File: src/hw/rtl/dlfb_ram.sv
// Generic single-write, single-read synchronous RAM with registered read.
module dlfb_ram #(
	parameter int WIDTH = 16,
	parameter int DEPTH = 256
) (
	input  logic                                   clk,
	input  logic                                   we,
	input  logic [((DEPTH > 1) ? $clog2(DEPTH) : 1)-1:0] waddr,
	input  logic [WIDTH-1:0]                       wdata,
	input  logic [((DEPTH > 1) ? $clog2(DEPTH) : 1)-1:0] raddr,
	output logic [WIDTH-1:0]                       rdata
);
	logic [WIDTH-1:0] mem_q [DEPTH];

	always_ff @(posedge clk) begin
		if (we)
			mem_q[waddr] <= wdata;
		rdata <= mem_q[raddr];
	end
endmodule

File: config.mk
export PLATFORM = sky130hd
export DESIGN_NAME = dlfb_ram
export DESIGN_NICKNAME = d
export VERILOG_FILES = /design/src/hw/rtl/dlfb_ram.sv
export SDC_FILE = /design/constraint.sdc
export NUM_CORES = 2
export LEC_CHECK = 0
export ABC_AREA = 0
export BUFFER_PORTS_ARGS = -buffer_cell sky130_fd_sc_hd__buf_2
export CAP_MARGIN = 20
export CORE_MARGIN = 2
export CORE_UTILIZATION = 38
export CTS_BUF_LIST = sky130_fd_sc_hd__clkbuf_16
export DETAILED_ROUTE_END_ITERATION = 7
export GPL_TIMING_DRIVEN = 0
export PLACE_DENSITY = 0.56
export SYNTH_ARGS = -nofsm -noshare
export SYNTH_HDL_FRONTEND = slang
export SYNTH_SLANG_ARGS = --single-unit
File: constraint.sdc
create_clock -name clk -period 7.7 [get_ports clk]
set_clock_uncertainty 0.15 [all_clocks]
set_input_delay 1.155 -clock clk [delete_from_list [all_inputs] [get_ports clk]]
set_output_delay 1.155 -clock clk [all_outputs]
set_load 0.02 [all_outputs]
Yosys cells after proc, flatten, opt, wreduce, memory -nomap -nowiden

Memory sizes are Yosys's and may differ from the RTL's. A register that Yosys moved wholly into a read port is not among the register bits.
Index checks and enable logic that the tools add are counted.
Widths: inputs -> output; s select.

Output and inout port bits: 16
Memory bits (writable): 4096
Input port bits: 34
Latch bits: 0
Word-level logic and storage cells: 3
ROM bits: 0
Memories kept: 1
Register bits after elaboration: 0

Memory list:

| memory | words | width | rd ports | clocked after Yosys merged registers in | write ports | RTL line | RTL |
|---|---|---|---|---|---|---|---|
| mem_q  | 256   | 16    | 1        | 1                                       | 1           | 13       | `logic [WIDTH-1:0] mem_q [DEPTH];` |

Muxes and demuxes: 2
Shift operators: 0
Add/sub/neg operators: 0
Equal/unequal tests: 0
Magnitude comparators: 0
Div/mod/pow operators: 0
Bitwise operators: 0
Reductions and logical operators: 0
$mul: 0

Operator list:

| kind   | count |
|---|---|
| $mux 1 | 2 |

Logic depth before layout (Yosys ltp)

Word-level depth: 2
Gate-level depth with buffers: 12
Gate-level depth less buffers: 6

Least setup slack after synthesis

Ideal clock, no wire load.

Path kind: input port to flip-flop
From: input waddr[3] in the netlist's numbering
To: memory mem_q[235][0], enable pin
Path buffers: 3
Arrival time: 2.932 ns
Library setup time: 0.388 ns
Slack: 4.230 ns
Required time: 7.162 ns
Stages: 6
Cell sequence: clkbuf_1 > nor2b_1 > clkbuf_1 > nand4_1 > clkbuf_1 > nor2_1

RTL lines:

| element     | RTL line | RTL |
|---|---|---|
| from (decl) | 8        | `input logic [((DEPTH > 1) ? $clog2(DEPTH) : 1)-1:0] waddr,` |
| to (decl)   | 13       |  |

No word-level cell before the write port.

==> results by group <==
Logic synthesis
  • Mux cell area share after synthesis: 0.155
  • Post-synthesis compound-gate area fraction: 0.0354
  • Synth unique cells: 52
  • Gate count of the mapped netlist: 7,360
  • Synth Flop Type: edfxtp_1
  • Largest family of logic cells by synthesized area: multiplexers
  • Post-synthesis xor/xnor area fraction: 0
  • FF+latch count, synth: 4,112
  • Simple-gate share of the synthesized area: 0.0157
  • Seq/Total Area, Yosys: 0.777
  • Avg Cell Area, Syn: 21.6 um^2
  • Ys Warns: 0
  • Post-synth ARST share: 0
  • Mapped Nets: 7,394
  • Synth Area in Adders: 0
  • Synth Cell Area: 159,000 um^2
  • Post-synth EDFFs: 4,096

Setup path
  • R2R Setup Slk: 4.04 ns
  • Crit-path cells: buf_2 -> clkbuf_1 -> buf_8 -> buf_2 -> clkbuf_1 -> buf_8 -> clkbuf_1 -> a21oi_1 -> nor3_1 -> nor3_1 -> nor4_1
  • CP Max Fanout: 10
  • Slowest cell on the critical path: nor4_1
  • Critical path capture point type: register
  • Worst Path Arrival: 6.70 ns
  • CP max stage delay: 0.93 ns
  • Cell mode on critical path: clkbuf_1
  • Worst setup SP type: input port
  • Setup CP Type: in2reg
  • Worst EP required: 8.31 ns

Flow run
  • Number of max-cap violations: 0

Global routing
  • Vias in the first global route: 81,628
  • First-pass GRT wire length: 686,000 um
  • Antenna violations before repair: 33
  • Largest net degree at the start of global routing: 145
  • Overall routing resource usage: 0.236
  • GRT overflow: 0

CTS
  • CTS Buf Count: 410
  • TritonCTS clock tree: done
  • H-Tree Level Count: 5
  • Clock latency on the worst-skew pair: 1.00 ns
  • # Post-CTS Setup Buffers: 0
  • Bufs on Longest Clock Path: 4
  • Post-CTS resize count: 0
  • Worst-path clk slew: 0.06 ns
  • # hold bufs at CTS: 0
  • CTS Sinks: 4,112
  • CTS root buffer: clkbuf_16

Timing
  • Worst-margin pin slew: 1.29 ns
  • Fmax: 164 MHz
  • Setup violations, final: 0
  • Slew margin rel.: 0.143
  • Slew Limit Fails: 0
  • Crit path time final: 6.09 ns
  • WHS: 0.433 ns
  • Final Hold Fails: 0
  • Setup TNS Final: 0 ns
  • Fin crit share: 0.791
  • RSZ-0062 raised after global routing: no

Min path
  • Hold Crit Class: in2reg

Detailed routing
  • Wire per inst: 36.3 um
  • Initial detailed-routing violation count: 12,915
  • Post-route DRC: 0
  • WL final: 508,000 um
  • Via-per-instance ratio: 5.95
  • First drt pass iteration count: 6
  • Routed Antenna Nets: 0
  • Via Count: 83,331

Floorplan
  • Die area: 423,000 um^2
  • Starting Density: 0.381
  • Ports: 50
  • Die span in y: 650 um
  • Core area: 416,000 um^2
  • Die width: 650 um
  • Number of cell rows: 237

Placement
  • Dpl hpwl: 355,000 um
  • Count of input and output buffers: 39
  • Inst Count DP: 13,232
  • Routability Congestion: 0.974

Pwr
  • Worst vdd ir: 0.000188 V
  • Tot Pwr: 46.8 mW
  • Leakage: 58.6 nW
  • PD cells: 252 nW/um^2

Layout
  • Multi-input logic area: 33,400 um^2
  • Layout cell share with drive strength beyond 1: 0.272
  • Final Core Density: 0.445
  • Storage cell area: 123,000 um^2
  • Fillers: 35,041
  • Area Overhead vs Synth: 16.8%
  • Nets: 8,190
  • Final std cells w/o fill: 13,996

Run status
  • Status: finished clean
-- cells in the final DEF (no fill, tap or decap), types with 18 or more instances in the layout --
master / n
mux2i_1: 565
clkbuf_2: 20
mux2_2: 88
clkbuf_16: 418
clkinv_1: 104
o22ai_1: 148
clkbuf_1: 210
nor2_2: 254
buf_6: 86
a221oi_1: 28
a21oi_1: 175
buf_8: 251
nor3_1: 87
bufinv_16: 27
a22o_1: 32
nand3_1: 35
edfxtp_1: 4096
a22oi_1: 43
nor2_1: 48
clkinv_2: 59
o221ai_1: 252
buf_1: 26
mux4_2: 797
buf_12: 19
a211oi_1: 18
buf_16: 69
buf_4: 44
nand2_1: 38
inv_1: 95
buf_2: 109
nand4_1: 26
o21ai_0: 37
-- layout make-up --
| class | instances | area share |
|---|---|---|
| sequential | 4112 | 0.665 |
| multi-input combinational | 2792 | 0.180 |
| clock buffer | 418 | 0.0564 |
| tap | 5497 | 0.0371 |
| timing repair buffer | 384 | 0.0334 |
| buffer | 452 | 0.0146 |
| clock inverter | 323 | 0.0126 |
| antenna | 14 | 0.000189 |
| inverter | 4 | 0.0000810 |
-- Yosys cell counts (27+ instances only) --
master | n | share of area
edfxtp_1 | 4096 | 0.77
mux4_2 | 797 | 0.11
mux2i_1 | 565 | 0.036
nor2_1 | 304 | 0.0072
o221ai_1 | 252 | 0.014
clkbuf_1 | 230 | 0.0054
a21oi_1 | 175 | 0.0055
o22ai_1 | 148 | 0.0058
nor3_1 | 92 | 0.0029
mux2_2 | 88 | 0.0062
buf_6 | 77 | 0.0055
buf_2 | 76 | 0.0024
a22oi_1 | 43 | 0.0020
nand2_1 | 38 | 0.00090
o21ai_0 | 37 | 0.0012
nand3_1 | 35 | 0.0011
a22o_1 | 32 | 0.0018
a221oi_1 | 28 | 0.0015
buf_1 | 27 | 0.00064
-- flip-flops by register name (all words and copies together), names as in the netlist --
register  cells
rdata        16
mem_q      4096
-- layer usage --
layer  track usage  routed length (um)
met1         0.322              199000
met5             0                  80
met4         0.102               25300
met3        0.0537               52600
met2         0.362              231000
-- power by group --
part	switching (mW)	leakage (nW)	internal, mW
clock	8.54	6.60	10.7
sequential	0.0144	36.9	24.7
combinational	1.94	15.0	0.873
-- path summary, 6_finish.rpt --
kind,to,cells past startpoint,startpoint
worst max-delay path,rdata[8]$_DFF_P_,11,raddr[2]
worst min-delay path,mem_q[184][11]$_DFFE_PP_,1,wdata[11]
worst max register to register,rdata[5]$_DFF_P_,6,mem_q[43][5]$_DFFE_PP_
worst min register to register,rdata[5]$_DFF_P_,6,mem_q[216][5]$_DFFE_PP_
-- through the flow --
| step | setup slack, ns | area [um^2] |
|---|---|---|
| 2_1_floorplan | 4.23 | 159000 |
| 3_5_place_dp | 0.869 | 172000 |
| 6_report | 1.61 | 185000 |
| 4_1_cts | 1.86 | 185000 |
| 3_3_place_gp | -0.243 | 166000 |
| 5_1_grt | 1.71 | 185000 |
-- cell families (layout without fill, tap and decap cells) --
logic type / Yosys count / in the layout
multiplexers: 1450 / 1450
flip-flops: 4112 / 4112
other: 0 / 14
buffers and inverters: 456 / 1581
AND/OR/NAND/NOR: 556 / 556
AO/OA/AOI/OAI: 786 / 786
-- worst max-delay path, delay by kind of cell --
kind / cells / cell delay (ns)
compound gates: 1 / 0.07
buf+inv: 7 / 3.59
simple gates: 3 / 1.82
(Power assumes the default switching activity.)
